--- config.mk ---
export PLATFORM = sky130hd
export DESIGN_NAME = pump_retry_sequencer_with_load_check
export DESIGN_NICKNAME = d
export VERILOG_FILES = /design/src/pmp_pkg.sv /design/src/pmp_core.sv /design/src/pump_retry_sequencer_with_load_check.sv
export SDC_FILE = /design/constraint.sdc
export NUM_CORES = 1
export LEC_CHECK = 0
export BUFFER_PORTS_ARGS = -buffer_cell sky130_fd_sc_hd__buf_2
export CORE_MARGIN = 3
export CORE_UTILIZATION = 30
export CTS_BUF_LIST = sky130_fd_sc_hd__clkbuf_4
export DETAILED_ROUTE_END_ITERATION = 12
export PLACE_DENSITY_LB_ADDON = 0.2
export SLEW_MARGIN = 10
export SYNTH_ARGS = -nofsm -noshare
export SYNTH_HDL_FRONTEND = slang
export SYNTH_SLANG_ARGS = --single-unit
--- constraint.sdc ---
create_clock -name clk -period 4.4 [get_ports clk]
set_input_delay 0.66 -clock clk [delete_from_list [all_inputs] [get_ports clk]]
set_output_delay 0.66 -clock clk [all_outputs]
set_load 0.01 [all_outputs]
--- src/pmp_pkg.sv ---
`timescale 1ns / 1ps
// ----------------------------------------------------------------------------
// pmp_pkg
// shared types, register codes and the phase schedule of the pump sequencer
// ----------------------------------------------------------------------------
package pmp_pkg;

    localparam int ADC_BITS       = 10;
    localparam int SCHEDULE_STEPS = 26;
    localparam int LEVEL_BITS     = 5;
    localparam int INDEX_BITS     = 5;
    localparam int PTIMER_BITS    = 10;
    localparam int DEB_BITS       = 3;
    localparam int CFG_DATA_BITS  = 10;
    localparam int CFG_IDX_BITS   = 3;

    // schedule constants
    localparam logic [LEVEL_BITS-1:0]  LEVEL_FULL  = LEVEL_BITS'(24);
    localparam logic [LEVEL_BITS-1:0]  LEVEL_SOFT  = LEVEL_BITS'(5);
    localparam logic [PTIMER_BITS-1:0] TIME_KICK   = PTIMER_BITS'(3);
    localparam logic [PTIMER_BITS-1:0] TIME_SOFT   = PTIMER_BITS'(597);
    localparam logic [PTIMER_BITS-1:0] TIME_DRIVE  = PTIMER_BITS'(120);
    localparam logic [PTIMER_BITS-1:0] TIME_REST   = PTIMER_BITS'(60);

    // register reset values
    localparam logic [ADC_BITS-1:0]   NO_LOAD_TH_RST  = ADC_BITS'(175);
    localparam logic [ADC_BITS-1:0]   DEAD_TH_RST     = ADC_BITS'(40);
    localparam logic [DEB_BITS-1:0]   LOAD_DEB_RST    = DEB_BITS'(5);
    localparam logic [DEB_BITS-1:0]   DEAD_DEB_RST    = DEB_BITS'(5);
    localparam logic [INDEX_BITS-1:0] RETRY_LIMIT_RST = INDEX_BITS'(25);

    typedef enum logic [CFG_IDX_BITS-1:0] {
        CFG_NO_LOAD_TH = 3'd0,
        CFG_DEAD_TH    = 3'd1,
        CFG_LOAD_DEB   = 3'd2,
        CFG_DEAD_DEB   = 3'd3,
        CFG_RETRY_LIM  = 3'd4
    } cfg_idx_t;

    typedef enum logic [1:0] {
        FUNC_TICK = 2'd0,
        FUNC_ON   = 2'd1,
        FUNC_OFF  = 2'd2,
        FUNC_NOP  = 2'd3
    } func_t;

    typedef struct packed {
        logic [1:0]          func;
        logic [ADC_BITS-1:0] feedback_adc;
    } req_word_t;

    typedef struct packed {
        logic [LEVEL_BITS-1:0] drive_level;
        logic                  commanded_on;
        logic                  phase_active;
        logic                  fault;
        logic                  load_present;
    } rsp_word_t;

    typedef struct packed {
        logic [ADC_BITS-1:0]   no_load_threshold;
        logic [ADC_BITS-1:0]   dead_threshold;
        logic [DEB_BITS-1:0]   load_debounce;
        logic [DEB_BITS-1:0]   dead_debounce;
        logic [INDEX_BITS-1:0] retry_limit;
    } cfg_regs_t;

    // drive level of a schedule phase, rest beyond the end
    function automatic logic [LEVEL_BITS-1:0] sched_level(
        input logic [INDEX_BITS-1:0] idx,
        input int                    steps
    );
        logic [LEVEL_BITS-1:0] lvl;
        if (int'(idx) >= steps)
            lvl = '0;
        else if (idx == INDEX_BITS'(0))
            lvl = LEVEL_FULL;
        else if (idx == INDEX_BITS'(1))
            lvl = LEVEL_SOFT;
        else if (idx[0])
            lvl = LEVEL_FULL;
        else
            lvl = '0;
        return lvl;
    endfunction

    // duration of a schedule phase in ticks, zero beyond the end
    function automatic logic [PTIMER_BITS-1:0] sched_time(
        input logic [INDEX_BITS-1:0] idx,
        input int                    steps
    );
        logic [PTIMER_BITS-1:0] t;
        if (int'(idx) >= steps)
            t = '0;
        else if (idx == INDEX_BITS'(0))
            t = TIME_KICK;
        else if (idx == INDEX_BITS'(1))
            t = TIME_SOFT;
        else if (idx[0])
            t = TIME_DRIVE;
        else
            t = TIME_REST;
        return t;
    endfunction

endpackage

--- src/pmp_core.sv ---
`timescale 1ns / 1ps
// ----------------------------------------------------------------------------
// pmp_core
// sequencer state and single-pass update for one command word
// ----------------------------------------------------------------------------
module pmp_core #(
    parameter int STEPS = pmp_pkg::SCHEDULE_STEPS
) (
    input  logic               clk,
    input  logic               rst_n,
    input  logic               step_en,
    input  pmp_pkg::req_word_t req,
    input  pmp_pkg::cfg_regs_t cfg,
    output pmp_pkg::rsp_word_t rsp
);
    import pmp_pkg::*;

    localparam logic [INDEX_BITS-1:0] LIM_MAX = INDEX_BITS'(STEPS - 1);

    logic                   run_reg, run_next;
    logic [LEVEL_BITS-1:0]  plevel_reg, plevel_next;
    logic [INDEX_BITS-1:0]  pindex_reg, pindex_next;
    logic [PTIMER_BITS-1:0] ptimer_reg, ptimer_next;
    logic                   err_reg, err_next;
    logic                   lflag_reg, lflag_next;
    logic [DEB_BITS-1:0]    ltimer_reg, ltimer_next;
    logic                   dflag_reg, dflag_next;
    logic [DEB_BITS-1:0]    dtimer_reg, dtimer_next;
    logic [LEVEL_BITS-1:0]  drive_reg, drive_next;

    logic [INDEX_BITS-1:0]  lim;
    logic                   df_a;
    logic [DEB_BITS-1:0]    dt_a;
    logic [DEB_BITS-1:0]    lt_a;

    always_comb
    begin
        run_next    = run_reg;
        plevel_next = plevel_reg;
        pindex_next = pindex_reg;
        ptimer_next = ptimer_reg;
        err_next    = err_reg;
        lflag_next  = lflag_reg;
        ltimer_next = ltimer_reg;
        dflag_next  = dflag_reg;
        dtimer_next = dtimer_reg;
        drive_next  = drive_reg;
        lim         = (cfg.retry_limit > LIM_MAX) ? LIM_MAX : cfg.retry_limit;
        df_a        = dflag_reg;
        dt_a        = dtimer_reg;
        lt_a        = ltimer_reg;

        unique case (func_t'(req.func))
            FUNC_TICK:
            begin
                if (!run_reg || err_reg)
                begin
                    drive_next  = '0;
                    lflag_next  = 1'b1;
                    ltimer_next = cfg.load_debounce;
                    dflag_next  = 1'b1;
                    dtimer_next = cfg.dead_debounce;
                end
                else if (ptimer_reg == '0)
                begin
                    // load next phase
                    plevel_next = sched_level(pindex_reg, STEPS);
                    ptimer_next = sched_time(pindex_reg, STEPS);
                    pindex_next = pindex_reg + INDEX_BITS'(1);
                    if (pindex_next > lim)
                        err_next = 1'b1;
                end
                else
                begin
                    ptimer_next = ptimer_reg - PTIMER_BITS'(1);
                    if (plevel_reg != '0)
                    begin
                        // dead pump gets one tick of forced power-off
                        if (dflag_reg)
                        begin
                            df_a       = 1'b0;
                            dt_a       = cfg.dead_debounce;
                            drive_next = '0;
                        end
                        else
                        begin
                            drive_next = plevel_reg;
                        end
                        // dead debounce
                        if (req.feedback_adc < cfg.dead_threshold)
                        begin
                            if (dt_a != '0)
                                dtimer_next = dt_a - DEB_BITS'(1);
                            else
                            begin
                                dtimer_next = dt_a;
                                df_a        = 1'b1;
                            end
                            dflag_next = df_a;
                            if (dt_a != '0)
                                dflag_next = df_a;
                        end
                        else
                        begin
                            dflag_next  = 1'b0;
                            dtimer_next = cfg.dead_debounce;
                        end
                        // load debounce
                        if (req.feedback_adc < cfg.no_load_threshold)
                        begin
                            lt_a = (ltimer_reg != '0) ? ltimer_reg - DEB_BITS'(1) : ltimer_reg;
                            ltimer_next = lt_a;
                            if (lt_a == '0)
                                lflag_next = 1'b0;
                        end
                        else
                        begin
                            lflag_next  = 1'b1;
                            ltimer_next = cfg.load_debounce;
                        end
                    end
                    else
                    begin
                        drive_next = '0;
                    end
                end
            end
            FUNC_ON:
            begin
                run_next = 1'b1;
            end
            FUNC_OFF:
            begin
                run_next    = 1'b0;
                plevel_next = '0;
                pindex_next = '0;
                ptimer_next = '0;
                drive_next  = '0;
            end
            FUNC_NOP:
            begin
                run_next = run_reg;
            end
            default:
            begin
                run_next = run_reg;
            end
        endcase
    end

    always_ff @(posedge clk or negedge rst_n)
    begin
        if (!rst_n)
        begin
            run_reg    <= 1'b0;
            plevel_reg <= '0;
            pindex_reg <= '0;
            ptimer_reg <= '0;
            err_reg    <= 1'b0;
            lflag_reg  <= 1'b0;
            ltimer_reg <= LOAD_DEB_RST;
            dflag_reg  <= 1'b0;
            dtimer_reg <= '0;
            drive_reg  <= '0;
        end
        else if (step_en)
        begin
            run_reg    <= run_next;
            plevel_reg <= plevel_next;
            pindex_reg <= pindex_next;
            ptimer_reg <= ptimer_next;
            err_reg    <= err_next;
            lflag_reg  <= lflag_next;
            ltimer_reg <= ltimer_next;
            dflag_reg  <= dflag_next;
            dtimer_reg <= dtimer_next;
            drive_reg  <= drive_next;
        end
    end

    // result reflects the state after this word
    assign rsp.drive_level  = drive_next;
    assign rsp.commanded_on = run_next;
    assign rsp.phase_active = (plevel_next != '0);
    assign rsp.fault        = err_next;
    assign rsp.load_present = lflag_next;

endmodule

--- src/pump_retry_sequencer_with_load_check.sv ---
`timescale 1ns / 1ps
// ----------------------------------------------------------------------------
// pump_retry_sequencer_with_load_check
// tick-driven pump schedule with retry fault and load / dead debounce
// ----------------------------------------------------------------------------
// usage
//   req channel: one word per event (tick with feedback sample, turn on,
//   turn off). a word is taken at a clock edge with req_valid high and
//   req_stall low.
//   rsp channel: exactly one word per request, in order, showing drive level,
//   run command, phase activity, sticky fault and load flag after the event.
//   cfg port: write-only, cfg_we with cfg_index and cfg_data; index values
//   past the register list are ignored. write only while the block is idle.
// pipeline and throughput
//   a request is held in the input register, is evaluated in a single
//   combinational pass against the sequencer state and lands in the output
//   register, whose valid flag drives rsp_valid. one word per cycle is
//   sustained while rsp_stall is low, set by the single state update path.
// reset
//   rst_n clears both pipeline registers, the sequencer state and restores
//   the register defaults; the pump is off and no fault is pending.
// stall
//   while rsp_stall holds the output word, the input register still drains
//   into it once it empties; req_stall rises only when both stages are full.
// ----------------------------------------------------------------------------
module pump_retry_sequencer_with_load_check #(
    parameter int SCHEDULE_STEPS = pmp_pkg::SCHEDULE_STEPS
) (
    input  logic                                clk,
    input  logic                                rst_n,
    // request channel
    input  logic                                req_valid,
    output logic                                req_stall,
    input  pmp_pkg::req_word_t                  req,
    // response channel
    output logic                                rsp_valid,
    input  logic                                rsp_stall,
    output pmp_pkg::rsp_word_t                  rsp,
    // configuration port
    input  logic                                cfg_we,
    input  logic [pmp_pkg::CFG_IDX_BITS-1:0]    cfg_index,
    input  logic [pmp_pkg::CFG_DATA_BITS-1:0]   cfg_data
);
    import pmp_pkg::*;

    // configuration registers
    cfg_regs_t cfg_reg;

    // input stage
    logic      s1_valid_reg;
    req_word_t s1_word_reg;

    // output stage
    logic      out_valid_reg;
    rsp_word_t out_word_reg;

    logic      out_free;
    logic      s1_move;
    logic      req_take;
    rsp_word_t core_rsp;

    assign out_free  = !out_valid_reg || !rsp_stall;
    assign s1_move   = s1_valid_reg && out_free;
    assign req_stall = s1_valid_reg && !out_free;
    assign req_take  = req_valid && !req_stall;

    always_ff @(posedge clk or negedge rst_n)
    begin
        if (!rst_n)
        begin
            cfg_reg.no_load_threshold <= NO_LOAD_TH_RST;
            cfg_reg.dead_threshold    <= DEAD_TH_RST;
            cfg_reg.load_debounce     <= LOAD_DEB_RST;
            cfg_reg.dead_debounce     <= DEAD_DEB_RST;
            cfg_reg.retry_limit       <= RETRY_LIMIT_RST;
        end
        else if (cfg_we)
        begin
            unique case (cfg_index)
                CFG_NO_LOAD_TH: cfg_reg.no_load_threshold <= cfg_data[ADC_BITS-1:0];
                CFG_DEAD_TH:    cfg_reg.dead_threshold    <= cfg_data[ADC_BITS-1:0];
                CFG_LOAD_DEB:   cfg_reg.load_debounce     <= cfg_data[DEB_BITS-1:0];
                CFG_DEAD_DEB:   cfg_reg.dead_debounce     <= cfg_data[DEB_BITS-1:0];
                CFG_RETRY_LIM:  cfg_reg.retry_limit       <= cfg_data[INDEX_BITS-1:0];
                default:        cfg_reg                   <= cfg_reg;
            endcase
        end
    end

    // input register: loads whenever it is empty or draining
    always_ff @(posedge clk or negedge rst_n)
    begin
        if (!rst_n)
        begin
            s1_valid_reg <= 1'b0;
        end
        else if (!s1_valid_reg || s1_move)
        begin
            s1_valid_reg <= req_valid;
        end
    end

    always_ff @(posedge clk)
    begin
        if (req_take)
            s1_word_reg <= req;
    end

    // sequencer state advances exactly when a word moves to the output stage
    pmp_core #(
        .STEPS (SCHEDULE_STEPS)
    ) u_core (
        .clk     (clk),
        .rst_n   (rst_n),
        .step_en (s1_move),
        .req     (s1_word_reg),
        .cfg     (cfg_reg),
        .rsp     (core_rsp)
    );

    // output register
    always_ff @(posedge clk or negedge rst_n)
    begin
        if (!rst_n)
        begin
            out_valid_reg <= 1'b0;
        end
        else if (out_free)
        begin
            out_valid_reg <= s1_valid_reg;
        end
    end

    always_ff @(posedge clk)
    begin
        if (s1_move)
            out_word_reg <= core_rsp;
    end

    assign rsp_valid = out_valid_reg;
    assign rsp       = out_word_reg;

endmodule

==> out/qor.yml <==
worst_setup_path:
  end_kind: "register"
  crit_path_top_delay_cell: "dfrtp_1"
  required_ns: 4.61
  crit_buf_inv: 1
  path_cells: "inv_1, ha_1, ha_1, nor2b_1, o21a_1, o21a_1, o21ai_0, a21oi_1, or2_2"
  path_max_fanout: 9
  slowest_delay_ns: 0.55
  crit_type: "register to register"
  worstSetupStartpointType: "register"
  critical-path-top-delay-family: "adder cells"
  cp.arrival_ns: 2.79
synth:
  synth-seq-cells: 89
  synth_cells: 454
  yosys_warnings: 0
  synth_edf_count: 21
  postSynthAreaPerCell_um2: 10.5
  ys_types: 61
  synth_nets: 520
  synth-main-ff-cell: "dfrtp_1"
  synth_fa_ha_area_frac: 0.0944
  synthXorXnorAreaFrac: 0.00550
  synth_compound_area_frac: 0.158
  synth_mux_area_frac: 0.0516
  async_reset_ff_frac: 0.764
  synth_top_family_by_area: "simple AND/OR/NAND/NOR gates"
  synth_seq_area_share: 0.493
  syn_area_um2: 4770
  synth-simple-area-share: 0.159
clocking:
  cts_hold_buf: 0
  post_cts_buffers: 0
  clk_path_buf_depth: 2
  cts_buffers: 9
  postCtsResizedCells: 0
  cts_tree: "built"
  clk_latency_ns: 0.46
  cts_sinks: 89
  cts.root.buffer_cell: "clkbuf_4"
  cts-htree-levels: 3
  cts.reportedPaths.clkPinSlew_ns: 0.14
route:
  wl_um: 10800
  dr.first_iter.drc_count: 187
  dr.pass1.iters: 4
  ant_nets: 0
  vias: 3501
  drc: 0
  vias_per_cell: 4.92
  wl_per_cell_um: 15.1
global_routing:
  overflow: 0
  grtUsageTotal: 0.130
  grt_pass1_wl_um: 18300
  antenna_found_initial: 0
  grt_pass1_vias: 3639
  grt_max_degree: 46
timing:
  relSlewSlack: 0.271
  setup_viol: 0
  max_freq_mhz: 388
  skew_ns: 0.0177
  fin_tns_setup_ns: 0
  post-route-min-period_ns: 2.58
  slew_violations: 0
  hold_viol: 0
  finalCritPeriodShare: 0.586
  rsz0062_at_grt: "no"
  worstMarginPinSlew_ns: 1.09
final_layout:
  multi_input_area_um2: 2250
  post-route-util: 0.347
  drive_above_1_share: 0.202
  fill_cells: 1572
  area_delta_synth_final_pct: 11.6
  final_nets: 562
  register_area_um2: 2350
  largest_reg_flops: 31
  diodes: 0
floorplan:
  io_pins: 41
  initial_core_util: 0.311
  core_um2: 15400
  die_h_um: 132
  rows: 45
  die_w_um: 132
  dieArea_um2: 17500
power_and_ir_drop:
  p_leak_nw: 2.33
  ir_worst_vdd_v: 0.000190
  power.density_nw_per_um2: 420
  p_total_mw: 2.24
place:
  hpwl_um: 8040
  gp_congestion: 0.833
  port_buffers: 40
run_status:
  status: "complete, no violations"
run:
  cap_violations: 0
hold_path:
  hold_class: "primary input to register"
-- path summary, 6_finish.rpt --
path | from | cells after the start | slack (ns) | to
min in group asynchronous | rst_n | 1 | 0.39 | u_core.ptimer_reg[3]
max | u_core.pindex_reg[0] | 9 | 1.82 | rsp[1]
min reg2reg | s1_valid_reg | 1 | 0.51 | rsp_valid
max reg2reg | u_core.pindex_reg[0] | 9 | 1.82 | rsp[1]
max in group asynchronous | rst_n | 2 | 3.04 | cfg_reg[28]
min | req[11] | 1 | 0.37 | s1_word_reg[11]
-- cells in the final DEF (no fill, tap or decap), drive strengths merged, types with 5 or more instances in the layout --
cell type / synthesis / layout
nand2: 54 / 54
dfrtp: 51 / 51
o21ai: 45 / 45
buf: 4 / 42
ha: 36 / 36
inv: 34 / 34
edfxtp: 21 / 21
nor2: 20 / 20
a21oi: 17 / 17
dfstp: 17 / 17
nand3: 15 / 15
mux2: 13 / 13
nor3: 12 / 12
a22o: 11 / 11
mux2i: 10 / 10
clkbuf: 7 / 10
nand2b: 7 / 7
nor4: 7 / 7
a32o: 6 / 6
clkinv: 1 / 6
a211oi: 5 / 5
-- worst reg2reg max path, stage by stage, from the launching register on --
cell and delay, ns:
dfrtp_1 0.55, inv_1 0.14, ha_1 0.35, ha_1 0.31
nor2b_1 0.13, o21a_1 0.17, o21a_1 0.16, o21ai_0 0.15
a21oi_1 0.10, or2_2 0.27
-- metrics by stage --
stage          setup WS (ns)  instance area (um^2)  hold WS, ns  std cells
2_1_floorplan           2.09                  4770        0.364        454
3_3_place_gp            1.82                  5220        0.479        696
3_5_place_dp            1.72                  5220        0.483        696
4_1_cts                 1.75                  5330        0.307        712
5_1_grt                 1.49                  5330        0.311        712
6_report                1.82                  5330        0.367        712
-- cells by family (layout without fill, tap and decap cells) --
logic type      Yosys count  count (layout)
fa+ha+maj                36              36
mux                      23              23
buf+inv                  46              93
xor+xnor                  3               3
flops                    89              89
simple gates            144             144
compound gates          113             113
-- Yosys cell counts, types with 3 or more instances --
cell	count	area, um^2
nor4_1	5	31.3
a21oi_1	17	85.1
a32o_1	6	60.1
buf_2	3	15.0
nor2_1	20	75.1
or2_2	3	18.8
and2_1	4	25.0
nand3_1	15	75.1
nor4bb_1	3	30.0
o21a_1	4	30.0
clkbuf_1	7	26.3
o21ai_0	41	205
nand2b_1	6	37.5
dfstp_2	17	447
o21ai_1	4	20.0
nand2_1	54	203
nor2b_1	4	25.0
ha_1	36	450
mux2i_1	10	100
a211oi_1	5	37.5
mux2_2	13	146
dfrtp_1	51	1280
nand4_1	4	25.0
inv_1	34	128
a21o_1	4	30.0
nor3_1	10	50.1
a22o_1	11	96.3
edfxtp_1	21	631
-- where the power goes --
group          leakage, nW  internal, mW  total, mW  switching, mW
registers             1.02          1.01       1.13          0.120
logic                 1.24         0.304      0.706          0.402
clock network       0.0636         0.119      0.398          0.279
-- layout make-up --
| type | instances | share of cell area |
|---|---|---|
| Clock buffer | 10 | 0.0141 |
| Clock inverter | 6 | 0.00657 |
| Inverter | 35 | 0.0249 |
| Multi-Input combinational cell | 319 | 0.423 |
| Sequential cell | 89 | 0.442 |
| Tap cell | 211 | 0.0495 |
| Timing Repair Buffer | 42 | 0.0404 |
-- layer usage --
metal	part of all wire	vias up	GRT usage
li1	-	1729	-
met2	0.50	62	0.221
met5	0	-	0
met1	0.45	1698	0.163
met4	0.015	0	0.0385
met3	0.036	12	0.0355
(Power assumes the default switching activity.)
